### config.mk
export PLATFORM = sky130hd
export DESIGN_NAME = lrk_mul
export DESIGN_NICKNAME = d
export VERILOG_FILES = /design/src/lrk_pkg.sv /design/src/lrk_mul.sv
export SDC_FILE = /design/constraint.sdc
export NUM_CORES = 2
export LEC_CHECK = 0
export CAP_MARGIN = 20
export CORE_ASPECT_RATIO = 1.2
export CORE_MARGIN = 3
export CORE_UTILIZATION = 55
export CTS_BUF_LIST = sky130_fd_sc_hd__clkbuf_8
export DETAILED_ROUTE_END_ITERATION = 6
export DONT_BUFFER_PORTS = 1
export PLACE_DENSITY = 0.71
export SYNTH_ARGS = -nofsm -noshare
export SYNTH_HDL_FRONTEND = slang
export SYNTH_SLANG_ARGS = --single-unit
### constraint.sdc
create_clock -name clk -period 9 [get_ports clk]
set_clock_uncertainty 0.2 [all_clocks]
set_input_delay 0.9 -clock clk [delete_from_list [all_inputs] [get_ports clk]]
set_output_delay 0.9 -clock clk [all_outputs]
set_load 0.01 [all_outputs]
### src/lrk_pkg.sv
// ----------------------------------------------------------------------------
// lrk_pkg - shared types, constants and helpers
// Fixed-point format, register map and saturating helpers for the Lorenz
// RK4 integrator.
// ----------------------------------------------------------------------------
`default_nettype none

package lrk_pkg;

  localparam int WORD_BITS  = 32;  // Q12.20 word
  localparam int FRAC_BITS  = 20;
  localparam int SUM_BITS   = 35;  // k1 + 2k2 + 2k3 + k4, exact
  localparam int ACC_BITS   = 67;  // h * weighted sum, exact
  localparam int RK_DIV     = 6;
  localparam int DIV_PAD    = 40;  // dividend padded to whole digit groups
  localparam int DIV_DIGITS = 8;   // quotient bits per cycle
  localparam int DIV_CYCLES = DIV_PAD / DIV_DIGITS;
  localparam int DIV_CNT_BITS = 3;

  // rounding bias for the increment: (RK_DIV/2) << FRAC_BITS
  localparam logic [ACC_BITS-1:0] INC_BIAS = ACC_BITS'(RK_DIV / 2) << FRAC_BITS;

  localparam logic signed [WORD_BITS-1:0] SIGMA_RST = 32'sd10485760;
  localparam logic signed [WORD_BITS-1:0] RHO_RST   = 32'sd29360128;
  localparam logic signed [WORD_BITS-1:0] BETA_RST  = 32'sd2796203;
  localparam logic [WORD_BITS-2:0]        STEP_RST  = 31'd10486;
  localparam logic [15:0]                 INTV_RST  = 16'd1;

  typedef enum logic [2:0] {
    REG_SIGMA = 3'd0,
    REG_RHO   = 3'd1,
    REG_BETA  = 3'd2,
    REG_STEP  = 3'd3,
    REG_INTV  = 3'd4
  } reg_idx_t;

  typedef enum logic {
    OP_LOAD = 1'b0,
    OP_STEP = 1'b1
  } op_t;

  typedef struct packed {
    logic signed [WORD_BITS-1:0] val;
    logic                        sat;
  } sat_word_t;

  function automatic sat_word_t clamp_word(input logic signed [WORD_BITS:0] v);
    sat_word_t r;
    if (v[WORD_BITS] != v[WORD_BITS-1]) begin
      r.sat = 1'b1;
      r.val = v[WORD_BITS] ? {1'b1, {(WORD_BITS-1){1'b0}}} : {1'b0, {(WORD_BITS-1){1'b1}}};
    end else begin
      r.sat = 1'b0;
      r.val = v[WORD_BITS-1:0];
    end
    return r;
  endfunction

  function automatic sat_word_t add_sat(input logic signed [WORD_BITS-1:0] a,
                                        input logic signed [WORD_BITS-1:0] b,
                                        input logic                        sub);
    logic signed [WORD_BITS:0] w;
    w = sub ? ({a[WORD_BITS-1], a} - {b[WORD_BITS-1], b})
            : ({a[WORD_BITS-1], a} + {b[WORD_BITS-1], b});
    return clamp_word(w);
  endfunction

  function automatic logic [WORD_BITS-1:0] mag_word(input logic signed [WORD_BITS-1:0] v);
    return v[WORD_BITS-1] ? (WORD_BITS'(0) - v) : v;
  endfunction

endpackage

`default_nettype wire

### src/lrk_mul.sv
// ----------------------------------------------------------------------------
// lrk_mul - shared multiplier
// Unsigned 32x32 product register, then round-half-away and clip to the
// signed word in a second register stage.
// ----------------------------------------------------------------------------
`default_nettype none

module lrk_mul
  import lrk_pkg::*;
(
  input  wire logic                        clk,
  input  wire logic [WORD_BITS-1:0]        a_mag,
  input  wire logic [WORD_BITS-1:0]        b_mag,
  input  wire logic                        neg,
  input  wire logic                        half,   // extra divide by two (h/2)
  output logic      [2*WORD_BITS-1:0]      prod,
  output logic signed [WORD_BITS-1:0]      res,
  output logic                             res_sat
);

  logic [2*WORD_BITS-1:0]     prod_r;
  logic                       neg_r;
  logic                       half_r;
  logic signed [WORD_BITS-1:0] res_r;
  logic                       res_sat_r;

  logic [2*WORD_BITS-1:0]     rnd;
  logic [2*WORD_BITS-1:0]     shifted;
  logic [WORD_BITS:0]         lim;
  logic [WORD_BITS:0]         q;
  logic signed [WORD_BITS-1:0] res_nxt;
  logic                       sat_nxt;

  always_comb begin
    rnd     = prod_r + (half_r ? ((2*WORD_BITS)'(1) << FRAC_BITS)
                               : ((2*WORD_BITS)'(1) << (FRAC_BITS - 1)));
    shifted = half_r ? (rnd >> (FRAC_BITS + 1)) : (rnd >> FRAC_BITS);
    lim     = {1'b0, neg_r, {(WORD_BITS-1){~neg_r}}};
    if (shifted > (2*WORD_BITS)'(lim)) begin
      sat_nxt = 1'b1;
      q       = lim;
    end else begin
      sat_nxt = 1'b0;
      q       = shifted[WORD_BITS:0];
    end
    res_nxt = WORD_BITS'(neg_r ? ((WORD_BITS+1)'(0) - q) : q);
  end

  always_ff @(posedge clk) begin
    prod_r    <= a_mag * b_mag;
    neg_r     <= neg;
    half_r    <= half;
    res_r     <= res_nxt;
    res_sat_r <= sat_nxt;
  end

  assign prod    = prod_r;
  assign res     = res_r;
  assign res_sat = res_sat_r;

endmodule

`default_nettype wire

==> results.sh <==
export IMPL_met1_usage=0.361
export IMPL_maxSlewViolCount=0
export IMPL_grt_busiest_layer="met2"
export IMPL_ys_flop_type="dfxtp_1"
export IMPL_post_cts_buffers=0
export IMPL_gr_total_overflow=0
export IMPL_start_util=0.557
export IMPL_port_buffer_count=0
export IMPL_critPathMaxFanout=32
export IMPL_synthXorXnorAreaFrac=0.0189
export IMPL_hp_class="input port to register"
export IMPL_design_core_area_sq_mm=0.0699
export IMPL_drc=0
export IMPL_grt_util_all_layers=0.296
export IMPL_setup_viol=0
export IMPL_insertion_delay_ns=0.41
export IMPL_layout_common_cells="fa_1 (897), inv_1 (888), and2_1 (607), nand2_1 (522), ha_1 (297)"
export IMPL_tightest_slew_ns=0.855
export IMPL_postRouteAntennaNets=0
export IMPL_synth_seq_cells=99
export IMPL_ctsResizeCount=0
export IMPL_worstPathRequired_ns=9.14
export IMPL_chipHeight_um=297
export IMPL_hpwlAfterDp_um=82700
export IMPL_routed_wl_um=107000
export IMPL_grtUsageMet2=0.513
export IMPL_cts_clk_slew_worst_paths_ns=0.11
export IMPL_synth_mux_area_frac=0.00508
export IMPL_cp_start_kind="input port"
export IMPL_drt_first_pass_iters=6
export IMPL_hp_start="neg"
export IMPL_drt_wirelength_per_cell_um=21.3
export IMPL_fin_crit_ns=8.15
export IMPL_rows=106
export IMPL_cts_root_buf="clkbuf_8"
export IMPL_status="finished, final reports clean"
export IMPL_critPathArrivalTime_ns=8.29
export IMPL_hold_viol=0
export IMPL_setup_tns_final_ns=0
export IMPL_clock_sinks=99
export IMPL_synth_net_count=5604
export IMPL_final_cells=5036
export IMPL_path_cells="and2_1 -> fa_1 -> inv_1 -> fa_1 -> fa_1 -> fa_1 -> inv_1 -> fa_1 -> fa_1 -> fa_1 -> fa_1 -> ha_1 -> and3_1 -> nand3_1 -> a211oi_1 -> nand3_1 -> o221a_2 -> o221a_2 -> o21ai_0 -> a221oi_1 -> o31ai_1 -> xor2_1"
export IMPL_ctsHtreeMaxLevel=3
export IMPL_die_w_um=249
export IMPL_finalCritPeriodShare=0.905
export IMPL_use_met3=0.0652
export IMPL_dp_cells=5018
export IMPL_end_kind="register"
export IMPL_rsz0062_at_grt="no"
export IMPL_cts_hold_buf=0
export IMPL_cts_tree="built"
export IMPL_synth_compound_area_frac=0.0674
export IMPL_async_flop_share=0
export IMPL_worst_setup_path_type="input port to register"
export IMPL_synthSimpleGateAreaFrac=0.190
export IMPL_nets=5373
export IMPL_antenna_found_initial=6
export IMPL_synth_seq_area_share=0.0509
export IMPL_vias_per_cell=5.76
export IMPL_avgSynthCellArea_sq_um=8.96
export IMPL_yosysWarnings=0
export IMPL_slew_headroom=0.427
export IMPL_cts_made_buffers=9
export IMPL_final_common_cell="fa_1"
export IMPL_gp_congestion=0.907
export IMPL_drtIter0Drc=1781
export IMPL_area_growth_pct=1.18
export IMPL_grt_max_degree=74
export IMPL_synthCells=4343
export IMPL_syn_cell_area_sq_mm=0.0389
export IMPL_ios=164
export IMPL_cts_buffer_depth=2
export IMPL_fmaxAchievable_mhz=123
export IMPL_cp_slowest_stage_delay_ns=0.73
export IMPL_synth_distinct_cells=82
export IMPL_route_vias_total=29000
export IMPL_dieArea_sq_mm=0.0740
export IMPL_r2r_slack_ns=1.28
export IMPL_r2r_start="prod[19]"
export IMPL_grt_pass1_vias=31200
export IMPL_synth_fa_ha_area_frac=0.557
export IMPL_grt_pass1_wl_um=172000
export IMPL_drive_gt1_frac=0.0143
export IMPL_crit_path_frequent_cell="fa_1"
export IMPL_crit_path_top_delay_cell="a211oi_1"
export IMPL_setup_worst_path_start="a_mag[21]"
export IMPL_synth_top_family_by_area="adder cells"
export IMPL_synth_edff_count=0
export IMPL_cap_violations=0
## synthesized netlist by cell type (11+ instances only)
cell type,instances,area (sq um)
fa_1,897,18000
inv_1,888,3330
and2_1,607,3800
nand2_1,522,1960
ha_1,297,3720
clkbuf_1,227,852
a21oi_1,110,551
dfxtp_1,99,1980
nor2_1,68,255
o21ai_0,62,310
xnor2_1,58,508
nand3_1,50,250
a21o_1,34,255
nand4_1,30,188
nor3_1,30,150
xor2_1,26,228
a211oi_1,25,188
a31oi_1,25,156
buf_2,19,95.1
and3_1,18,113
nand2b_1,15,93.8
mux2i_1,13,130
nor2b_1,13,81.3
and4_1,12,105
o21a_1,12,90.1
nor4_1,11,68.8
o211ai_1,11,82.6
o22ai_1,11,68.8
## area by class of cell
type,instances,area [sq um]
multi-input cells,3103,32600
fillers,6242,30500
inverters,890,3340
flip-flops and latches,99,1980
well taps,918,1150
clock buffers,9,124
repair buffers,9,87.6
clock inverters,7,66.3
diodes,1,2.50
## cells by family after synthesis
| logic type | Yosys count |
|---|---|
| and+or+nand+nor | 1413 |
| adders and majority gates | 1194 |
| buffers and inverters | 1141 |
| AOI/OAI and AO/OA | 394 |
| DFF | 99 |
| xor gates and xnor gates | 84 |
| muxes | 18 |
## flip-flops by register name, indices dropped and copies added (netlist names)
name	count
res	32
prod	64
half_r	1
res_sat	1
neg_r	1
## critical path, delay by kind of cell
kind,cells,cell delay (ns)
buffers and inverters,2,0.10
xor gates and xnor gates,1,0.17
and+or+nand+nor,4,0.65
adders and majority gates,9,4.38
AOI/OAI and AO/OA,6,2.06
## metal layers
metal | vias to the layer above | routed length [um]
li1 | 12700 | -
met1 | 14800 | 40000
met2 | 1222 | 53200
met3 | 273 | 9710
met4 | 6 | 4310
met5 | - | 45
## final timing paths
| kind | end | depth (start not counted) |
|---|---|---|
| setup / recovery | prod[60] | 22 |
| hold / removal | neg_r | 0 |
| setup reg to reg | res[28] | 27 |
| hold reg to reg | res[0] | 4 |
## metrics by stage
stage,util,setup slack [ns],hold WS (ns),instance area (sq um)
final,0.563,0.851,0.312,39400
after global routing,0.563,0.562,0.280,39400
after CTS,0.563,0.899,0.280,39400
after detailed placement,0.560,0.449,0.653,39200
after global placement,0.560,0.558,0.647,39200
after floorplan,-,0.803,0.531,38900
Power is not shown: default switching activity piles up to over one toggle a cycle in this logic, so the estimate is an artifact.
