`config.mk`:
```
export PLATFORM = sky130hd
export DESIGN_NAME = lrk_div6
export DESIGN_NICKNAME = d
export VERILOG_FILES = /design/src/lrk_pkg.sv /design/src/lrk_div6.sv
export SDC_FILE = /design/constraint.sdc
export NUM_CORES = 1
export LEC_CHECK = 0
export ABC_AREA = 0
export BUFFER_PORTS_ARGS = -buffer_cell sky130_fd_sc_hd__buf_2
export CORE_MARGIN = 2
export CORE_UTILIZATION = 55
export CTS_CLUSTER_DIAMETER = 150
export CTS_CLUSTER_SIZE = 25
export DETAILED_ROUTE_END_ITERATION = 8
export GPL_ROUTABILITY_DRIVEN = 0
export HOLD_SLACK_MARGIN = 0.15
export PLACE_DENSITY = 0.88
export SLEW_MARGIN = 20
export SYNTH_ARGS = -nofsm -noshare
export SYNTH_HDL_FRONTEND = slang
export SYNTH_SLANG_ARGS = --single-unit
```
`constraint.sdc`:
```
create_clock -name clk -period 2.8 [get_ports clk]
set_input_delay 0.28 -clock clk [delete_from_list [all_inputs] [get_ports clk]]
set_output_delay 0.28 -clock clk [all_outputs]
set_load 0.01 [all_outputs]
```
`src/lrk_pkg.sv`:
```
// ----------------------------------------------------------------------------
// lrk_pkg - shared types, constants and helpers
// Fixed-point format, register map and saturating helpers for the Lorenz
// RK4 integrator.
// ----------------------------------------------------------------------------
`default_nettype none

package lrk_pkg;

  localparam int WORD_BITS  = 32;  // Q12.20 word
  localparam int FRAC_BITS  = 20;
  localparam int SUM_BITS   = 35;  // k1 + 2k2 + 2k3 + k4, exact
  localparam int ACC_BITS   = 67;  // h * weighted sum, exact
  localparam int RK_DIV     = 6;
  localparam int DIV_PAD    = 40;  // dividend padded to whole digit groups
  localparam int DIV_DIGITS = 8;   // quotient bits per cycle
  localparam int DIV_CYCLES = DIV_PAD / DIV_DIGITS;
  localparam int DIV_CNT_BITS = 3;

  // rounding bias for the increment: (RK_DIV/2) << FRAC_BITS
  localparam logic [ACC_BITS-1:0] INC_BIAS = ACC_BITS'(RK_DIV / 2) << FRAC_BITS;

  localparam logic signed [WORD_BITS-1:0] SIGMA_RST = 32'sd10485760;
  localparam logic signed [WORD_BITS-1:0] RHO_RST   = 32'sd29360128;
  localparam logic signed [WORD_BITS-1:0] BETA_RST  = 32'sd2796203;
  localparam logic [WORD_BITS-2:0]        STEP_RST  = 31'd10486;
  localparam logic [15:0]                 INTV_RST  = 16'd1;

  typedef enum logic [2:0] {
    REG_SIGMA = 3'd0,
    REG_RHO   = 3'd1,
    REG_BETA  = 3'd2,
    REG_STEP  = 3'd3,
    REG_INTV  = 3'd4
  } reg_idx_t;

  typedef enum logic {
    OP_LOAD = 1'b0,
    OP_STEP = 1'b1
  } op_t;

  typedef struct packed {
    logic signed [WORD_BITS-1:0] val;
    logic                        sat;
  } sat_word_t;

  function automatic sat_word_t clamp_word(input logic signed [WORD_BITS:0] v);
    sat_word_t r;
    if (v[WORD_BITS] != v[WORD_BITS-1]) begin
      r.sat = 1'b1;
      r.val = v[WORD_BITS] ? {1'b1, {(WORD_BITS-1){1'b0}}} : {1'b0, {(WORD_BITS-1){1'b1}}};
    end else begin
      r.sat = 1'b0;
      r.val = v[WORD_BITS-1:0];
    end
    return r;
  endfunction

  function automatic sat_word_t add_sat(input logic signed [WORD_BITS-1:0] a,
                                        input logic signed [WORD_BITS-1:0] b,
                                        input logic                        sub);
    logic signed [WORD_BITS:0] w;
    w = sub ? ({a[WORD_BITS-1], a} - {b[WORD_BITS-1], b})
            : ({a[WORD_BITS-1], a} + {b[WORD_BITS-1], b});
    return clamp_word(w);
  endfunction

  function automatic logic [WORD_BITS-1:0] mag_word(input logic signed [WORD_BITS-1:0] v);
    return v[WORD_BITS-1] ? (WORD_BITS'(0) - v) : v;
  endfunction

endpackage

`default_nettype wire

```
`src/lrk_div6.sv`:
```
// ----------------------------------------------------------------------------
// lrk_div6 - divide by six
// Restoring division by the constant six, eight quotient bits per cycle.
// ----------------------------------------------------------------------------
`default_nettype none

module lrk_div6
  import lrk_pkg::*;
(
  input  wire logic                clk,
  input  wire logic                rst_n,
  input  wire logic                start,
  input  wire logic [SUM_BITS-1:0] dividend,
  output logic                     busy,
  output logic [SUM_BITS-1:0]      quot
);

  logic [DIV_PAD-1:0]      sh_r;
  logic [2:0]              rem_r;
  logic [DIV_CNT_BITS-1:0] cnt_r;

  logic [DIV_PAD-1:0] s;
  logic [2:0]         r;
  logic [3:0]         t4;

  always_comb begin
    s = sh_r;
    r = rem_r;
    for (int j = 0; j < DIV_DIGITS; j++) begin
      t4 = {r, s[DIV_PAD-1]};
      s  = {s[DIV_PAD-2:0], 1'b0};
      if (t4 >= 4'(RK_DIV)) begin
        r    = 3'(t4 - 4'(RK_DIV));
        s[0] = 1'b1;
      end else begin
        r = t4[2:0];
      end
    end
  end

  always_ff @(posedge clk) begin
    if (!rst_n) begin
      cnt_r <= '0;
    end else if (start) begin
      cnt_r <= DIV_CNT_BITS'(DIV_CYCLES);
    end else if (cnt_r != '0) begin
      cnt_r <= cnt_r - 1'b1;
    end
  end

  always_ff @(posedge clk) begin
    if (start) begin
      sh_r  <= DIV_PAD'(dividend);
      rem_r <= '0;
    end else if (cnt_r != '0) begin
      sh_r  <= s;
      rem_r <= r;
    end
  end

  assign busy = (cnt_r != '0);
  assign quot = sh_r[SUM_BITS-1:0];

endmodule

`default_nettype wire

```
==> results.toml, run 1 <==
[die]
initial_utilization = 0.566
fp.dieArea_mm2 = 0.00670
die_width_um = 81.8
rows = 28
io-pin-count = 74
core-area_mm2 = 0.00589
chipHeight_um = 81.8

[clock_network]
tritoncts = "built"
path_clk_slew_ps = 80
root_buffer = "clkbuf_8"
h-tree-depth = 2
cts_sinks = 46
post_cts_buffers = 0
clock_path_buffers = 2
hold_buffers = 0
insertion_delay_ps = 300
cts_buffers = 5
post_cts_resized = 0

[yosys]
ys_warn_count = 0
synthDistinctLibCells = 65
synth_fp_nets = 389
synthCells = 349
synth_ff_type = "edfxtp_1"
ys_ff_latch = 46
synth_edf_count = 35
synth-seq-area-share = 0.382
synth_area_per_cell_um2 = 9.55
syn_area_mm2 = 0.00333
async_flop_share = 0

[timing]
hold_viol = 0
worst_pin_slew_ps = 828
max_freq_ghz = 0.376
setup_ws_ps = 140
fin_skew_ps = 5.34
slew_violations = 0
fin_crit_ps = 2660
relSlewSlack = 0.448
rsz0062_at_grt = "false"
finalSetupViolations = 0
fin_tns_setup_ps = 0
fin_crit_sh = 0.950

[worst_setup_path]
cp.arrival_ps = 2690
startpoint_type = "flip-flop"
worstPathMaxFanout = 17
path_class = "flip-flop to flip-flop"
worstSetupEndpointType = "flip-flop"
timing.rr.start = "rem_r[0]$_SDFFE_PP0N_"
worstSetupStartpoint = "rem_r[0]$_SDFFE_PP0N_"
crit_required_ps = 2830

[cells_and_area]
area_growth_pct = 6.83
layoutNonFillerInstCount = 452
final_nets = 416
layout-drive-gt1-share = 0.363
diodes = 0

[power_and_ir_drop]
p_int_w = 0.00165
share_seq_of_total_power = 0.395
p_per_area_mw_per_mm2 = 747
swShare = 0.381
p_sw_w = 0.00101
total_power_w = 0.00266
leakagePower_nw = 1.44
peakVddDrop_uv = 474
power_frac_comb = 0.422
clkPwrFrac = 0.183

[detailed_routing]
vias = 2735
viasPerCell = 6.05
ant_nets = 0
wire_per_inst_um = 15.8
first_pass_iters = 5
drc_errors = 0
drtIter0Drc = 295
detail_route.wirelength_mm = 7.12

[placed_design]
pre_cts_ws_ps = 47.2
place_inst = 444
dp_hpwl_mm = 4.96
io_buffers = 73

[worst_hold_path]
hold_class = "input port to flip-flop"
holdCritStartpoint = "rst_n"

[global_route]
grt_util_all_layers = 0.211
grt_overflow = 0
grt_pass1_vias = 2458
antenna_found_initial = 0
grt_max_degree = 57
grt_pass1_wl_mm = 11.1

[run_status]
outcome = "finished clean"

[job]
drv_cap = 0
-- flip-flops by register name (all words and copies together), names as in the netlist --
signal,cells
sh_r,40
cnt_r,3
rem_r,3
-- area by class of cell --
cell class,instances,area [µm²]
clock buffers,6,72.6
inverters,10,37.5
clock inverters,2,37.5
fillers,497,2330
repair buffers,84,448
multi-input cells,229,1600
well taps,75,93.8
flip-flops and latches,46,1270
-- cell usage after synthesis, types with 4 or more instances --
cell / number / share of area
edfxtp_1: 35 / 0.32
nor2_1: 18 / 0.020
dfxtp_1: 11 / 0.066
o21ai_1: 4 / 0.0060
o31ai_1: 5 / 0.011
mux2_2: 29 / 0.098
nand2_1: 34 / 0.038
nor3_1: 9 / 0.014
nor2b_1: 4 / 0.0075
clkbuf_1: 17 / 0.019
inv_1: 10 / 0.011
a21oi_1: 31 / 0.047
buf_4: 38 / 0.086
buf_6: 6 / 0.020
nor3b_1: 4 / 0.0090
nand3_1: 7 / 0.011
o21ai_0: 15 / 0.023
-- metal layers --
layer	track usage	vias up	routed length, µm
met3	0.0473	24	687
met5	0	-	0
met4	0.0767	0	167
li1	-	1298	-
met2	0.341	160	3440
met1	0.277	1253	2830
-- stage by stage --
step           hold WS [ps]  cell area (µm²)  utilization
2_1_floorplan           397             3330            -
3_5_place_dp            500             3450        0.585
4_1_cts                 190             3560        0.604
3_3_place_gp            489             3450        0.585
6_report                198             3560        0.605
5_1_grt                 192             3560        0.605
-- power groups by stage --
stage / clock (W) / combinational, W / sequential [W]
floorplan: 0 / 0.00104 / 0.000976
global placement: 0 / 0.00107 / 0.00105
detailed placement: 0 / 0.00109 / 0.00106
CTS: 0.000498 / 0.00111 / 0.00105
global route: 0.000520 / 0.00122 / 0.00107
finish: 0.000487 / 0.00112 / 0.00105
-- critical path: stages (launching register included) --
cell and delay, ps:
dfxtp_2 520, xor2_1 400, o21ai_1 140, a221oi_2 440, nor2_2 210, or3_1 350, a22oi_1 230, o41ai_2 90
-- layout by cell type (no fill, tap or decap), types with 3 or more instances in the layout --
cell	instances
a21oi_1	31
mux2i_1	3
and4_1	3
nor3_1	9
nor3b_1	4
nor2_1	18
nor2b_1	4
inv_1	10
dfxtp_1	8
clkbuf_8	5
nand3_1	7
o31ai_1	5
dfxtp_2	3
o21ai_1	4
xor2_1	3
o22ai_1	3
buf_4	11
o21ai_0	15
edfxtp_1	35
o211ai_1	3
buf_2	73
nand2_1	34
mux2_2	29
-- worst paths after layout --
path                                               to  slack, ps  cells past startpoint
worst min register to register  cnt_r[1]$_SDFFE_PP0N_        510                      2
worst max register to register      sh_r[0]$_DFFE_PP_        140                      7
worst min-delay path            cnt_r[2]$_SDFFE_PN0P_        200                      2
worst max-delay path                sh_r[0]$_DFFE_PP_        140                      7
-- logic make-up (layout without fill, tap and decap cells) --
group | count (synthesis) | in the layout | share of synthesized area
muxes | 32 | 32 | 0.107
DFF | 46 | 46 | 0.382
buffers and inverters | 74 | 102 | 0.140
AOI/OAI and AO/OA | 95 | 95 | 0.206
and+or+nand+nor | 95 | 95 | 0.144
xor gates and xnor gates | 5 | 5 | 0.0131
adders and majority gates | 2 | 2 | 0.00751
Power figures use the tool's default switching activity.
==> run 2, diff against run 1 <==
--- a/config.mk
+++ b/config.mk
@@ -6,15 +6,16 @@
 export NUM_CORES = 1
 export LEC_CHECK = 0
 export ABC_AREA = 0
-export BUFFER_PORTS_ARGS = -buffer_cell sky130_fd_sc_hd__buf_2
+export CORE_ASPECT_RATIO = 1.75
 export CORE_MARGIN = 2
 export CORE_UTILIZATION = 55
 export CTS_CLUSTER_DIAMETER = 150
 export CTS_CLUSTER_SIZE = 25
 export DETAILED_ROUTE_END_ITERATION = 8
+export DONT_BUFFER_PORTS = 1
 export GPL_ROUTABILITY_DRIVEN = 0
 export HOLD_SLACK_MARGIN = 0.15
-export PLACE_DENSITY = 0.88
+export PLACE_DENSITY = 0.77
 export SLEW_MARGIN = 20
 export SYNTH_ARGS = -nofsm -noshare
 export SYNTH_HDL_FRONTEND = slang
==> run 2 against run 1 <==
Wire length decreased by 5.5%. Critical path depth rose by 1. Register-to-register slack improved by 130 ps. Total power decreased by 5.5%. Sequential cell count is the same. Via count fell by 11%. Die area up 0.36%. Combinational power is 17% lower. Setup slack better by 130 ps. First-iteration DRC count decreased by 22%. Count of clock-buffer cells in the layout shrank 1. Non-clock buffer count fell by 70. Largest cell class unchanged.
==> results.toml, run 2 (synthesized netlist as in run 1, its figures left out) <==
[power_and_ir_drop]
p_int_w = 0.00156
leakagePower_nw = 1.16
power_frac_comb = 0.370
swShare = 0.379
p_sw_w = 0.000952
p_per_area_mw_per_mm2 = 782
share_seq_of_total_power = 0.445
peakVddDrop_uv = 262
clkPwrFrac = 0.184

[cells_and_area]
fin_util = 0.547
mostFrequentLayoutCell = "edfxtp_1"
final_nets = 346
reg_top3 = "sh_r (40), cnt_r (3), rem_r (3)"
final_cell_mix = "edfxtp_1, nand2_1, a21oi_1, mux2_2, nor2_1"
largest_reg_flops = 40
layout-drive-gt1-share = 0.203
regArea_mm2 = 0.00127
design_area_mm2 = 0.00321
regMostFlops = "sh_r"
multi_input_area_mm2 = 0.00159
area_growth_pct = -3.53
n_fill_cell = 539
diodes = 0

[global_route]
antenna_found_initial = 0
grt_util_all_layers = 0.205
grt_overflow = 0
grt_max_degree = 50
grt_pass1_vias = 2311
grt_pass1_wl_mm = 10.8

[worst_setup_path]
slowest_delay_ps = 550
reg2reg_slack_ps = 270
worstSetupStartpoint = "sh_r[37]$_SDFFE_PP0N_"
path_class = "flip-flop to flip-flop"
cp-endpoint = "sh_r[0]$_DFFE_PP_"
timing.rr.start = "sh_r[37]$_SDFFE_PP0N_"
rr_endpoint = "sh_r[0]$_DFFE_PP_"
r2r_cells = 8
crit_chain = "nor4b_1, a311oi_1, a221oi_2, nor2_2, buf_4, o21ai_1, a21oi_1, o41ai_2"
worstSetupEndpointType = "flip-flop"
crit_path_top_delay_cell = "dfxtp_1"
startpoint_type = "flip-flop"
cp.arrival_ps = 2650
crit_required_ps = 2920
worstPathMaxFanout = 12

[clock_network]
clock_path_buffers = 2
h-tree-depth = 2
root_buffer = "clkbuf_8"
path_clk_slew_ps = 80
tritoncts = "built"
insertion_delay_ps = 300
cts_buffers = 5
cts_sinks = 46

[timing]
fin_tns_setup_ps = 0
worst_pin_slew_ps = 513
setup_ws_ps = 267
rsz0062_at_grt = "false"
fin_skew_ps = 5.84
max_freq_ghz = 0.395
finalSetupViolations = 0
fin_crit_sh = 0.905
hold_viol = 0
relSlewSlack = 0.658
fin_crit_ps = 2530
slew_violations = 0

[die]
fp.dieArea_mm2 = 0.00672
chipHeight_um = 107
rows = 37
io-pin-count = 74
die_width_um = 62.8
initial_utilization = 0.567
core-area_mm2 = 0.00588

[placed_design]
dp_hpwl_mm = 4.89
pre_cts_ws_ps = 184
io_buffers = 0
place_area_mm2 = 0.00309

[job]
drv_cap = 0

[detailed_routing]
viasPerCell = 6.30
ant_nets = 0
vias = 2421
drc_errors = 0
first_pass_iters = 5
detail_route.wirelength_mm = 6.73
drtIter0Drc = 230
wire_per_inst_um = 17.5

[worst_hold_path]
hold_class = "input port to flip-flop"

[run_status]
outcome = "finished clean"
run 2: routing by layer:
layer  up-vias  part of all wire  global-route usage
li1       1147                 -                   -
met1      1147              0.38               0.214
met2       108              0.52               0.367
met3        19             0.062              0.0483
met4         0             0.034               0.122
met5         -                 0                   0
run 2: power groups by stage:
stage          sequential (W)  combinational (W)  clock, W
3_5_place_dp          0.00113           0.000912         0
2_1_floorplan        0.000976            0.00104         0
4_1_cts               0.00112           0.000919  0.000468
5_1_grt               0.00114            0.00102  0.000499
3_3_place_gp          0.00113           0.000889         0
6_report              0.00112           0.000931  0.000463
run 2: area by class of cell:
| class | count | share of cell area |
|---|---|---|
| clock buffers | 5 | 0.0214 |
| inverters | 10 | 0.0117 |
| repair buffers | 14 | 0.0343 |
| multi-input cells | 229 | 0.496 |
| well taps | 78 | 0.0304 |
| flip-flops and latches | 46 | 0.396 |
| clock inverters | 2 | 0.0105 |
run 2: worst min path at each step:
stage                 from               endpoint  slack (ps)  cells past startpoint
2_1_floorplan        rst_n  cnt_r[2]$_SDFFE_PN0P_         400                      1
3_3_place_gp         start  sh_r[36]$_SDFFE_PP0N_         350                      1
3_5_place_dp         start  sh_r[36]$_SDFFE_PP0N_         360                      1
4_1_cts        dividend[3]      sh_r[3]$_DFFE_PP_         170                      1
5_1_grt        dividend[3]      sh_r[3]$_DFFE_PP_         170                      1
6_report       dividend[3]      sh_r[3]$_DFFE_PP_         170                      1
run 2: critical path, delay by kind of cell (launching register included):
kind,cells,cell delay [ps]
AOI/OAI and AO/OA,5,1080
buffers and inverters,1,200
DFF,1,550
and+or+nand+nor,2,530
run 2: repair_timing:
item                                    4_1_cts  5_1_grt
setup buffers                                 0        0
hold buffers                                  2        0
endpoints found under the setup margin        0        3
resized for setup                             0        2
endpoints found under the hold margin         9        0
run 2: stage by stage:
stage,cells,power (W),hold WS (ps)
after floorplan,349,0.00202,397
after global placement,375,0.00202,353
after detailed placement,375,0.00205,356
after CTS,384,0.00251,165
after global routing,384,0.00266,170
final,384,0.00251,169
==> run 3, diff against run 2 <==
--- a/config.mk
+++ b/config.mk
@@ -7,7 +7,7 @@
 export LEC_CHECK = 0
 export ABC_AREA = 0
 export CORE_ASPECT_RATIO = 1.75
-export CORE_MARGIN = 2
+export CORE_MARGIN = 3
 export CORE_UTILIZATION = 55
 export CTS_CLUSTER_DIAMETER = 150
 export CTS_CLUSTER_SIZE = 25
==> run 3 against run 2 <==
Final area about the same. Core utilization grew 1.5 points. Wire length is 2.0% higher. Die area increased by 5.1%. Sequential cell count did not move. Clock skew grew 4.1 ps. Combinational power down 1%. Register-to-register slack got worse by 30 ps. Largest power group unchanged.
==> results.toml, run 3 (synthesized netlist as in run 1, its figures left out) <==
[run_status]
outcome = "finished clean"

[timing]
fin_skew_ps = 9.92
finalSetupViolations = 0
max_freq_ghz = 0.390
fin_tns_setup_ps = 0
relSlewSlack = 0.590
slew_violations = 0
fin_crit_sh = 0.916
fin_crit_ps = 2570
hold_viol = 0
rsz0062_at_grt = "false"
worst_pin_slew_ps = 614
setup_ws_ps = 235

[placed_design]
io_buffers = 0
place_inst = 371
dp_hpwl_mm = 4.84
pre_cts_ws_ps = 233

[job]
drv_cap = 0

[detailed_routing]
first_pass_iters = 5
drtIter0Drc = 206
detail_route.wirelength_mm = 6.86
ant_nets = 0
drc_errors = 0
vias = 2478
viasPerCell = 6.49
wire_per_inst_um = 18.0

[cells_and_area]
layoutNonFillerInstCount = 382
n_fill_cell = 490
area_growth_pct = -3.49
final_cell_mix = "edfxtp_1, nand2_1, a21oi_1, mux2_2, nor2_1"
final_nets = 345
regArea_mm2 = 0.00127
regMostFlops = "sh_r"
largest_reg_flops = 40
multi_input_area_mm2 = 0.00159
reg_top3 = "sh_r (40), cnt_r (3), rem_r (3)"
diodes = 0
layout-drive-gt1-share = 0.203
mostFrequentLayoutCell = "edfxtp_1"

[worst_setup_path]
worstSetupEndpointType = "flip-flop"
cp.arrival_ps = 2680
path_class = "flip-flop to flip-flop"
crit_path_top_delay_cell = "dfxtp_1"
crit_required_ps = 2910
startpoint_type = "flip-flop"
worstPathMaxFanout = 20
crit_chain = "nor4b_1, a311oi_1, a221oi_2, nor2_2, buf_4, o21ai_1, a21oi_1, o41ai_2"
slowest_delay_ps = 500

[global_route]
grt_pass1_vias = 2303
grt_util_all_layers = 0.197
grt_max_degree = 49
grt_pass1_wl_mm = 10.8
antenna_found_initial = 0
grt_overflow = 0

[power_and_ir_drop]
total_power_w = 0.00253
leakagePower_nw = 1.16
peakVddDrop_uv = 321
p_per_area_mw_per_mm2 = 787

[clock_network]
clock_path_buffers = 2
post_cts_buffers = 0
root_buffer = "clkbuf_8"
cts_sinks = 46
path_clk_slew_ps = 90
cts_buffers = 5
tritoncts = "built"
h-tree-depth = 2
insertion_delay_ps = 300

[die]
rows = 36
chipHeight_um = 109
core-area_mm2 = 0.00572
initial_utilization = 0.582
die_width_um = 64.8
fp.dieArea_mm2 = 0.00706
io-pin-count = 74

[worst_hold_path]
hold_class = "input port to flip-flop"
run 3: worst paths after layout:
path | start | endpoint | slack, ps | cells past startpoint
worst min-delay path | start | sh_r[3]$_DFFE_PP_ | 170 | 1
worst max-delay path | rem_r[2]$_SDFFE_PP0N_ | sh_r[0]$_DFFE_PP_ | 230 | 8
worst max register to register | rem_r[2]$_SDFFE_PP0N_ | sh_r[0]$_DFFE_PP_ | 230 | 8
worst min register to register | cnt_r[1]$_SDFFE_PP0N_ | cnt_r[1]$_SDFFE_PP0N_ | 510 | 2
run 3: area by class of cell:
type / count / area share
clock inverters: 2 / 0.0117
clock buffers: 6 / 0.0226
inverters: 10 / 0.0117
flip-flops and latches: 46 / 0.396
multi-input cells: 229 / 0.495
repair buffers: 13 / 0.0327
well taps: 76 / 0.0296
run 3: power by group:
group / internal (W) / switching (W)
logic: 0.000386 / 0.000534
registers: 0.000912 / 0.000208
clock network: 0.000266 / 0.000225
run 3: worst max-delay path, delay by kind of cell, from the launching register on:
family,cells,cell delay (ps)
flops,1,500
compound gates,5,1060
simple gates,2,590
buf+inv,1,200
run 3: layer usage:
| layer | share of wire | global-route usage | vias to the layer above |
|---|---|---|---|
| met5 | 0 | 0 | - |
| li1 | - | - | 1155 |
| met4 | 0.032 | 0.116 | 0 |
| met2 | 0.50 | 0.333 | 140 |
| met1 | 0.37 | 0.232 | 1162 |
| met3 | 0.089 | 0.0340 | 21 |
run 3: timing repair:
item                                   in CTS  in global routing
resized for setup                           0                  3
endpoints found under the hold margin      11                  0
hold buffers                                3                  0
setup endpoints to repair                   0                  2
run 3: stage by stage:
stage,instance area [µm²],hold slack (ps),utilization
detailed placement,3070,356,0.537
CTS,3210,150,0.561
finish,3220,168,0.562
global placement,3070,355,0.537
floorplan,3330,397,-
global route,3220,168,0.562
